===== config.mk =====
export PLATFORM = sky130hd
export DESIGN_NAME = okvl_cell
export DESIGN_NICKNAME = d
export VERILOG_FILES = /design/src/design/okvl_pkg.sv /design/src/design/okvl_cell.sv
export SDC_FILE = /design/constraint.sdc
export NUM_CORES = 1
export LEC_CHECK = 0
export ABC_AREA = 1
export CORE_AREA = 2 2 105 107
export DETAILED_ROUTE_END_ITERATION = 12
export DIE_AREA = 0 0 107 109
export DONT_BUFFER_PORTS = 1
export PLACE_DENSITY = 0.66
export SLEW_MARGIN = 20
export SYNTH_ARGS = -nofsm -noshare
export SYNTH_HDL_FRONTEND = slang
export SYNTH_SLANG_ARGS = --single-unit

===== constraint.sdc =====
create_clock -name clk -period 3 [get_ports clk]
set_input_delay 0.6 -clock clk [delete_from_list [all_inputs] [get_ports clk]]
set_output_delay 0.6 -clock clk [all_outputs]
set_load 0.01 [all_outputs]

===== src/design/okvl_pkg.sv =====
package okvl_pkg;

  localparam int KEY_W        = 32;
  localparam int VAL_W        = 32;
  localparam int LEN_W        = 7;
  localparam int CAPACITY_DEF = 64;

  typedef enum logic [1:0] {
    ACT_INSERT = 2'd0,
    ACT_DELETE = 2'd1,
    ACT_SEARCH = 2'd2,
    ACT_CLEAR  = 2'd3
  } okvl_action_t;

  typedef enum logic [1:0] {
    ST_IDLE,
    ST_RUN,
    ST_DONE
  } okvl_state_t;

  typedef struct packed {
    logic [1:0]              action;
    logic signed [KEY_W-1:0] key;
    logic [VAL_W-1:0]        value;
  } okvl_in_t;

  typedef struct packed {
    logic             ok;
    logic [VAL_W-1:0] found_value;
    logic [LEN_W-1:0] length;
    logic             empty_res;
    logic             full_res;
  } okvl_out_t;

  typedef struct packed {
    logic             tok;
    logic             seen;
    logic [VAL_W-1:0] fval;
  } okvl_link_t;

endpackage


===== src/design/okvl_cell.sv =====
module okvl_cell #(
  parameter int CW  = 7,
  parameter int IDX = 0
) (
  input  logic                  clk,
  input  logic                  rst_n,
  input  okvl_pkg::okvl_in_t    cmd,
  input  logic [CW-1:0]         cnt,
  input  okvl_pkg::okvl_link_t  lnk_i,
  output okvl_pkg::okvl_link_t  lnk_o,
  input  logic [okvl_pkg::KEY_W-1:0] nxt_key,
  input  logic [okvl_pkg::VAL_W-1:0] nxt_val,
  output logic [okvl_pkg::KEY_W-1:0] key_o,
  output logic [okvl_pkg::VAL_W-1:0] val_o
);
  import okvl_pkg::*;

  logic [KEY_W-1:0] key_r, key_nxt;
  logic [VAL_W-1:0] val_r, val_nxt;
  logic             tok_r;
  logic             seen_r, seen_nxt;
  logic [VAL_W-1:0] fval_r, fval_nxt;
  logic             live;
  logic             match;
  logic             here;
  logic             hit;

  assign live  = (cnt > CW'(IDX));
  assign here  = (cnt == CW'(IDX));
  assign match = live && (key_r == KEY_W'(cmd.key));
  assign hit   = lnk_i.seen | match;

  always_comb begin
    key_nxt  = key_r;
    val_nxt  = val_r;
    seen_nxt = seen_r;
    fval_nxt = fval_r;
    if (lnk_i.tok) begin
      seen_nxt = hit;
      fval_nxt = '0;
      case (cmd.action)
        ACT_INSERT: begin
          seen_nxt = lnk_i.seen | here;
          if (here) begin
            key_nxt = KEY_W'(cmd.key);
            val_nxt = cmd.value;
          end
        end
        ACT_DELETE: begin
          if (hit) begin
            key_nxt = nxt_key;
            val_nxt = nxt_val;
          end
        end
        ACT_SEARCH: begin
          fval_nxt = lnk_i.seen ? lnk_i.fval : (match ? val_r : '0);
        end
        default: begin
          seen_nxt = 1'b0;
        end
      endcase
    end
  end

  always_ff @(posedge clk) begin
    if (!rst_n) begin
      tok_r <= 1'b0;
    end else begin
      tok_r <= lnk_i.tok;
    end
  end

  always_ff @(posedge clk) begin
    key_r  <= key_nxt;
    val_r  <= val_nxt;
    seen_r <= seen_nxt;
    fval_r <= fval_nxt;
  end

  assign lnk_o.tok  = tok_r;
  assign lnk_o.seen = seen_r;
  assign lnk_o.fval = fval_r;
  assign key_o      = key_r;
  assign val_o      = val_r;

endmodule


======== Word level (Yosys, flattened, before mapping) ========
Index checks and enable logic that the tools add are counted.
cells by class
  reduce and logical (&&, ||, !) cells .... 6
  bitwise logic cells ..................... 2
  multiplexer cells ....................... 9
  magnitude comparators ................... 1
  eq/ne operators ......................... 5
operators with widths
  kind                                                 number
  2-to-1 mux 32 bit                                    6
  case mux 32 bit (2 select lines)                     2
  equality test 32 bit                                 1
  > comparator 7 x 1 -> 1 bit, second input constant   1
  zero test 7 bit                                      1
  inequality test 2 bit, second input constant         2
  AND reduction 4 bit                                  1
  equality test 2 x 1 -> 1 bit, second input constant  1
  equality test 2 bit, second input constant           1
  zero test 2 bit                                      1
  OR 1 bit                                             2
  case mux 1 bit (2 select lines)                      1
  nonzero test 2 bit                                   1
  OR reduction 2 bit                                   1
  logical AND 1 bit                                    1
word-level totals
  output and inout port bits .............. 98
  bits in registers ....................... 98
  word-level logic and storage cells ...... 28

======== Depth between registers and ports, before layout ========
Gate-level depths: netlist (run 1).
  depth after elaboration ................. 5
  mapped depth ............................ 12

======== Worst setup path before layout (run 1) ========
OpenSTA, ideal clock, no wires.
  path kind ............................... input to register
  from .................................... in cmd[65] (netlist bit)
  to ...................................... reg key_r[0], in the netlist key_o[0] (enable)
  data arrival time ....................... 2.740 ns
  data required time ...................... 2.582 ns
  stages on the path ...................... 8
  setup slack ............................. -0.158 ns
  setup time .............................. 0.418 ns
  path buffers ............................ 2
  cell sequence ........................... inv_1 ha_1 clkbuf_1 inv_1 buf_2 a21oi_1 o21ai_0 inv_1
between the ends
  word-level cells in the longest chain between the ends .. 3
  elaborated cells between the ends (all ways) .. 6
  classes of those cells .................. 3 x eq/ne; 3 x reduce/logical
RTL lines
  element                                                                       line             RTL
  start: declaration                                                            okvl_cell.sv:7   input okvl_pkg::okvl_in_t cmd,
  equality test 2 x 1 -> 1 bit / zero test 2 bit (equally long branches)        okvl_cell.sv:41  case (cmd.action)
  inequality test 2 bit (no line) / nonzero test 2 bit (equally long branches)  n/a
  AND reduction 4 bit (no line) *                                               n/a
  end signal: assignment                                                        okvl_cell.sv:74  key_r <= key_nxt;
  end: declaration                                                              okvl_cell.sv:18  logic [KEY_W-1:0] key_r, key_nxt;
Mark *: on every way between the ends. The rest lies on a longest branch, timed or not.
A chain may end at the register's enable or synchronous reset.

======== Final worst setup path (run 1) ========
  from .................................... reg key_r[1], in the netlist key_o[1]
  to ...................................... reg val_r[11], in the netlist val_o[11] (enable)
between the ends
  word-level cells in the longest chain between the ends .. 5
RTL lines
  element                          line             RTL
  equality test 32 bit             okvl_cell.sv:30  assign match = live && (key_r == KEY_W'(cmd.key));
  logical AND 1 bit                okvl_cell.sv:30
  OR 1 bit                         okvl_cell.sv:31  assign hit = lnk_i.seen | match;
  inequality test 2 bit (no line)  n/a
  AND reduction 4 bit (no line)    n/a
  end signal: assignment           okvl_cell.sv:75  val_r <= val_nxt;
  end: declaration                 okvl_cell.sv:19  logic [VAL_W-1:0] val_r, val_nxt;
No other way between the ends.

==> results.json, run 1 <==
{
  "drt-total-wl_um": 12200,
  "synth_top_area_share_pct": 57.45,
  "yosysSeqAreaShare_pct": 57.85,
  "postRouteAntennaNets": 0,
  "synthAdderAreaFrac_pct": 0.9872,
  "drt_iter0_drc": 226,
  "synthMuxAreaShare_pct": 0,
  "yosysTopAreaCell": "edfxtp_1",
  "synth_nets": 725,
  "hold_path.startpoint": "lnk_i[33]",
  "instances_no_fill": 681,
  "io_pins": 271,
  "placed_area_um2": 5162,
  "r2r_slack_ns": 0.88,
  "vias_per_cell": 5.364,
  "cp_cell_sequence": "xor2_1 -> nor2_1 -> nand3_1 -> nor2_2 -> nand3_4 -> nand2_4 -> o21ai_0 -> clkinvlp_4 -> buf_12",
  "crit_required_ns": 3.04,
  "wl_per_cell_um": 17.91,
  "drv_slew": 0,
  "fmax_mhz": 471.9,
  "synth_compound_area_share_pct": 5.923,
  "grt_max_degree": 73,
  "reg2reg_depth": 9,
  "insertion_delay_ns": 0.36,
  "finalCriticalPeriod_ns": 2.119,
  "grt_use_total_pct": 20.74,
  "hp-class": "in -> reg",
  "vias": 3653,
  "cp_max_fo": 45,
  "io_buffers": 0,
  "diodes": 0,
  "p_leak_nw": 2.149,
  "worst_setup_path_end_kind": "flop",
  "grt_overflow": 0,
  "synthCells": 548,
  "cts_resized": 0,
  "yosys.area_share.simple_pct": 26.43,
  "clockRootBuffer": "clkbuf_8",
  "skew_ns": 0.01332,
  "design_area_um2": 5350,
  "grt_antenna_before_repair": 0,
  "cts_tree": "done",
  "critical_path.max_stage_delay_ns": 0.48,
  "synth_xor_area_share_pct": 4.146,
  "finalSetupTns_ns": 0,
  "path_clk_slew_ns": 0.09,
  "post-route-period-util_pct": 70.63,
  "grt_pass1_vias": 3429,
  "reg2reg_from": "key_o[1]",
  "hold_path_depth": 2,
  "status": "finished, final reports clean",
  "rsz0062_at_grt": "no",
  "clk_path_buf_depth": 2,
  "dr.pass1.iters": 5,
  "dp_cells": 665,
  "synth.distinct_cells": 27,
  "syn-cell-area_um2": 5070,
  "cts_inserted_buffers": 9,
  "cts_max_level": 3,
  "criticalPathCategory": "reg -> reg",
  "area_growth_pct": 5.528,
  "drive_gt1_share_pct": 8.688,
  "drc_errors": 0,
  "r2r_end": "val_o[11]",
  "postCtsSetupBuffers": 0,
  "placementRows": 38,
  "crit_arrival_ns": 2.16,
  "gp_congestion": 0.8467,
  "synth-seq-cells": 98,
  "vdd_ir_drop_max_v": 0.0002503,
  "tightestPinTransition_ns": 0.8793,
  "final_cell_mix": "270 x nand2_1, 97 x edfxtp_1, 32 x and2_1",
  "hold_slack_ns": 0.3351,
  "crit_path_start_kind": "flop",
  "layout_commonest_cell": "nand2_1",
  "synth_edf_count": 97,
  "die_y_um": 109,
  "die_width_um": 107,
  "hold_buffers": 0,
  "cts_sinks": 98,
  "yosys_warnings": 0,
  "syn_area_per_cell_um2": 9.252,
  "initial_core_util_pct": 47.82,
  "die-area_um2": 11660,
  "postSynth.asyncResetShare_pct": 0,
  "final_hold_viol_count": 0,
  "fillerInstances": 970,
  "synth.area.top_cells": "edfxtp_1 57%, nand2_1 20%, and2_1 3.9%",
  "timing.slew.headroom_pct": 41.38,
  "grt_pass1_wl_um": 17950,
  "slowest_stage": "edfxtp_1",
  "cap_violations": 0,
  "hpwl_um": 9292,
  "finish.net_count": 713,
  "whs_endpoint": "tok_r",
  "power_mw": 2.821,
  "synth_top_family_by_area": "simple AND/OR/NAND/NOR gates",
  "core_area_um2": 10600,
  "finalSetupViolations": 0,
  "synthFlopType": "edfxtp_1",
  "power.density_nw_per_um2": 527.3
}
[metrics by stage]
stage	worst slack, ns	util (%)
4_1_cts	0.8087	50.46
5_1_grt	0.6967	50.46
3_5_place_dp	0.6315	48.69
3_3_place_gp	0.7001	48.69
6_report	0.8811	50.46
2_1_floorplan	0.01281	-
[layout make-up]
type,instances,area [µm²],area share (%)
clock inverter,4,52.55,0.9822
multi-input combinational,397,1903,35.57
clock buffer,12,135.1,2.526
sequential,98,2933,54.82
inverter,24,93.84,1.754
timing repair buffer,6,57.56,1.076
tap,140,175.2,3.274
[state kept, by name, indices dropped and copies added (netlist names)]
signal  count
fval_r     32
key_o      32
seen_r      1
tok_r       1
val_o      32
[worst max path at each step]
stage,endpoint,from,slack (ns)
floorplan,key_o[0],cnt[0],0.01
global placement,key_o[17],cnt[0],0.70
detailed placement,key_o[16],cnt[0],0.63
CTS,key_o[1],key_o[1],0.81
global route,val_o[15],key_o[24],0.70
finish,val_o[11],key_o[1],0.88
[Yosys cell counts, types with 2 or more instances]
master and instances:
nand3_1 3, buf_4 2, nand2_1 270, inv_1 24, buf_2 2, o21ai_1 10
nor2_2 2, nor2_1 9, and2_1 32, nand4_1 4, o21ai_2 19, o21ai_0 14
clkbuf_1 18, buf_6 3, xor2_1 3, ha_1 4, buf_1 3, xnor2_1 21
edfxtp_1 97
[metal layers]
metal / wire length [µm] / up-vias / track usage [%] / part of all wire [%]
met5: 0 / - / 0 / 0
met2: 5989 / 205 / 35.67 / 49
li1: - / 1729 / - / -
met4: 282 / 0 / 9.647 / 2.3
met3: 1097 / 19 / 6.037 / 9.0
met1: 4829 / 1700 / 23.99 / 40
[power by group]
group | leakage (nW) | internal, mW | switching, mW | total (mW)
sequential | 0.901 | 1.62 | 0.113 | 1.74
combinational | 1.16 | 0.0991 | 0.157 | 0.256
clock | 0.0828 | 0.387 | 0.443 | 0.830
[cells by family (layout without fill, tap and decap cells)]
group | after synthesis | count (layout)
AO/OA/AOI/OAI | 45 | 45
XOR/XNOR | 24 | 24
adder cells (fa/ha/maj) | 4 | 4
buffers and inverters | 53 | 46
flip-flops | 98 | 98
AND/OR/NAND/NOR | 324 | 324
[critical path: cells and delay by family (launching register included)]
| kind | cells | cell delay [ns] |
|---|---|---|
| buffers and inverters | 2 | 0.38 |
| and+or+nand+nor | 5 | 0.60 |
| DFF | 1 | 0.48 |
| xor gates and xnor gates | 1 | 0.18 |
| AOI/OAI and AO/OA | 1 | 0.13 |
Power figures use the tool's default switching activity.
==> run 2, diff against run 1 <==
- ABC_AREA: 1 -> 0
- PLACE_DENSITY: 0.66 -> 0.6
- clock period: 3 -> 2 ns (I/O delays scaled with it)
==> results.json, run 2 <==
{
  "cap_violations": 0,
  "vias_per_cell": 5.641,
  "drv_slew": 0,
  "grt_antenna_before_repair": 0,
  "cts_tree": "done",
  "grt_max_degree": 36,
  "reg2reg_depth": 7,
  "instances_no_fill": 549,
  "hold_buffers": 0,
  "yosys_warnings": 0,
  "syn-cell-area_um2": 4785,
  "finish.net_count": 582,
  "diodes": 0,
  "finalCriticalPeriod_ns": 2.113,
  "postSynth.asyncResetShare_pct": 0,
  "p_comb_share_pct": 9.1,
  "hp-class": "in -> reg",
  "postRouteAntennaNets": 0,
  "gp_congestion": 0.7450,
  "pwr-share-clk_pct": 32.0,
  "synth_nets": 536,
  "cp_max_fo": 15,
  "core_area_um2": 10600,
  "dr.pass1.iters": 4,
  "fillerInstances": 922,
  "path_clk_slew_ns": 0.09,
  "setup.worst_path.start": "key_o[11]",
  "ff_latch_area_um2": 2933,
  "synthFlopType": "edfxtp_1",
  "dp_slack_ns": -0.2913,
  "finalSetupTns_ns": -5.747,
  "yosysTopAreaCell": "edfxtp_1",
  "area_growth_pct": 17.39,
  "synth_edf_count": 97,
  "p_sw_mw": 0.9282,
  "violations": "negative setup slack",
  "status": "finished, violations left",
  "clockRootBuffer": "clkbuf_8",
  "layout_setup_ws_ns": -0.1126,
  "timing.slew.headroom_pct": 72.22,
  "die_y_um": 109,
  "skew_ns": 0.008782,
  "grt_pass1_vias": 3206,
  "vdd_ir_drop_max_v": 0.0004018,
  "design_area_um2": 5617,
  "crit_arrival_ns": 2.18,
  "clk_path_buf_depth": 2,
  "finalSetupViolations": 68,
  "synth.area.top_cells": "edfxtp_1 61%, mux2_2 14%, nand4_1 5.1%",
  "grt_use_total_pct": 19.25,
  "io_pins": 271,
  "layout_commonest_cell": "edfxtp_1",
  "synth.distinct_cells": 30,
  "seqPwrFrac_pct": 58.9,
  "crit_required_ns": 2.07,
  "r2r_end": "key_o[15]",
  "synthCells": 359,
  "crit_path_start_kind": "flop",
  "cp-endpoint": "key_o[15]",
  "reg2reg_from": "key_o[11]",
  "fmax_mhz": 473.4,
  "grt_overflow": 0,
  "hpwl_um": 8743,
  "criticalPathCategory": "reg -> reg",
  "drt_iter0_drc": 161,
  "final_cell_mix": "97 x edfxtp_1, 60 x mux2_2, 55 x buf_4",
  "worst_setup_path_end_kind": "flop",
  "wl_per_cell_um": 21.20,
  "insertion_delay_ns": 0.35,
  "final_hold_viol_count": 0,
  "synth_top_area_share_pct": 60.88,
  "cts_inserted_buffers": 9,
  "die_width_um": 107,
  "cts_max_level": 3,
  "synth-seq-cells": 98,
  "die-area_um2": 11660,
  "post-route-period-util_pct": 105.6,
  "multi_input_area_um2": 1737,
  "cts_sinks": 98,
  "placementRows": 38,
  "drc_errors": 0,
  "rsz0062_at_grt": "yes",
  "cellInternalPower_mw": 3.288,
  "synthTopCellsByCount": "97 x edfxtp_1, 60 x mux2_2, 40 x nand2_1",
  "vias": 3097,
  "grt_pass1_wl_um": 16840,
  "power.density_nw_per_um2": 750.7,
  "drt-total-wl_um": 11640,
  "sw_frac_of_total_pct": 22.01,
  "r2r_slack_ns": -0.11,
  "placed_area_um2": 5335,
  "drive_gt1_share_pct": 34.96,
  "initial_core_util_pct": 45.13,
  "p_leak_nw": 1.798,
  "dp_cells": 529,
  "yosysMostFrequentCell": "edfxtp_1",
  "yosysSeqAreaShare_pct": 61.30,
  "syn_area_per_cell_um2": 13.33,
  "tightestPinTransition_ns": 0.4132,
  "io_buffers": 0
}
-- run 2: changes by cell type in the layout (fill, tap and decap cells not counted), moves of 19 or more --
cell     before  now
mux2_2        0   60
o21ai_2      19    0
and2_1       32    2
nand2_1     270   40
buf_4         5   55
nand4_1       4   39
o21ai_1      10   32
-- run 2: power groups by stage --
stage / combinational, mW / clock (mW) / sequential [mW]
after floorplan: 0.244 / 0 / 2.53
after global placement: 0.370 / 0 / 2.53
after detailed placement: 0.375 / 0 / 2.53
after CTS: 0.389 / 1.38 / 2.49
after global routing: 0.421 / 1.45 / 2.50
final: 0.384 / 1.35 / 2.48
-- run 2: how the worst min path moves through the flow --
| stage | start | endpoint | slack, ns | cells after the start |
|---|---|---|---|---|
| finish | lnk_i[33] | fval_r[15] | 0.15 | 0 |
| CTS | lnk_i[33] | fval_r[6] | 0.13 | 0 |
| global route | lnk_i[33] | fval_r[4] | 0.12 | 0 |
| floorplan | lnk_i[33] | fval_r[0] | 0.51 | 0 |
| global placement | lnk_i[33] | fval_r[15] | 0.51 | 0 |
| detailed placement | lnk_i[33] | fval_r[15] | 0.51 | 0 |
-- run 2: what timing repair did --
action | 4_1_cts | 5_1_grt
pin swaps | 0 | 2
setup buffers | 3 | 1
endpoints found under the setup margin | 78 | 97
gates cloned | 1 | 0
resized for setup | 4 | 0
-- run 2: logic make-up (layout without fill, tap and decap cells) --
kind of cell               Yosys count  after routing  share of synthesized area (%)
and+or+nand+nor                     89             89                          9.911
AOI/OAI and AO/OA                   47             47                          5.413
buffers and inverters               35             85                          3.451
muxes                               60             60                          14.12
adders and majority gates            4              4                          1.046
xor gates and xnor gates            26             26                          4.759
DFF                                 98             98                          61.30
-- run 2: final cells by class --
| cell class | count | area share [%] |
|---|---|---|
| clock buffers | 9 | 2.205 |
| clock inverters | 6 | 1.470 |
| inverters | 9 | 0.6015 |
| multi-input cells | 226 | 30.92 |
| flip-flops and latches | 98 | 52.22 |
| well taps | 140 | 3.119 |
| repair buffers | 61 | 9.468 |
-- run 2: metrics by stage --
stage	hold WS (ns)	total power, mW	util (%)
after floorplan	0.5125	2.769	-
after global placement	0.5147	2.900	50.32
after detailed placement	0.5147	2.907	50.32
after CTS	0.1251	4.260	52.90
after global routing	0.1230	4.372	52.97
final	0.1507	4.216	52.97
-- run 2: per-layer routing --
metal | vias up | routed length [µm] | global-route usage, %
met2 | 177 | 6002 | 33.89
met5 | - | 0 | 0
li1 | 1447 | - | -
met4 | 0 | 244 | 9.369
met1 | 1456 | 4288 | 20.93
met3 | 17 | 1103 | 6.336
-- run 2: critical path, stage by stage, from the launching register on --
cell,delay [ns]
edfxtp_1,0.41
xnor2_1,0.18
nand4_1,0.19
nor4_4,0.35
a41oi_2,0.18
a21oi_4,0.22
buf_4,0.15
buf_12,0.14
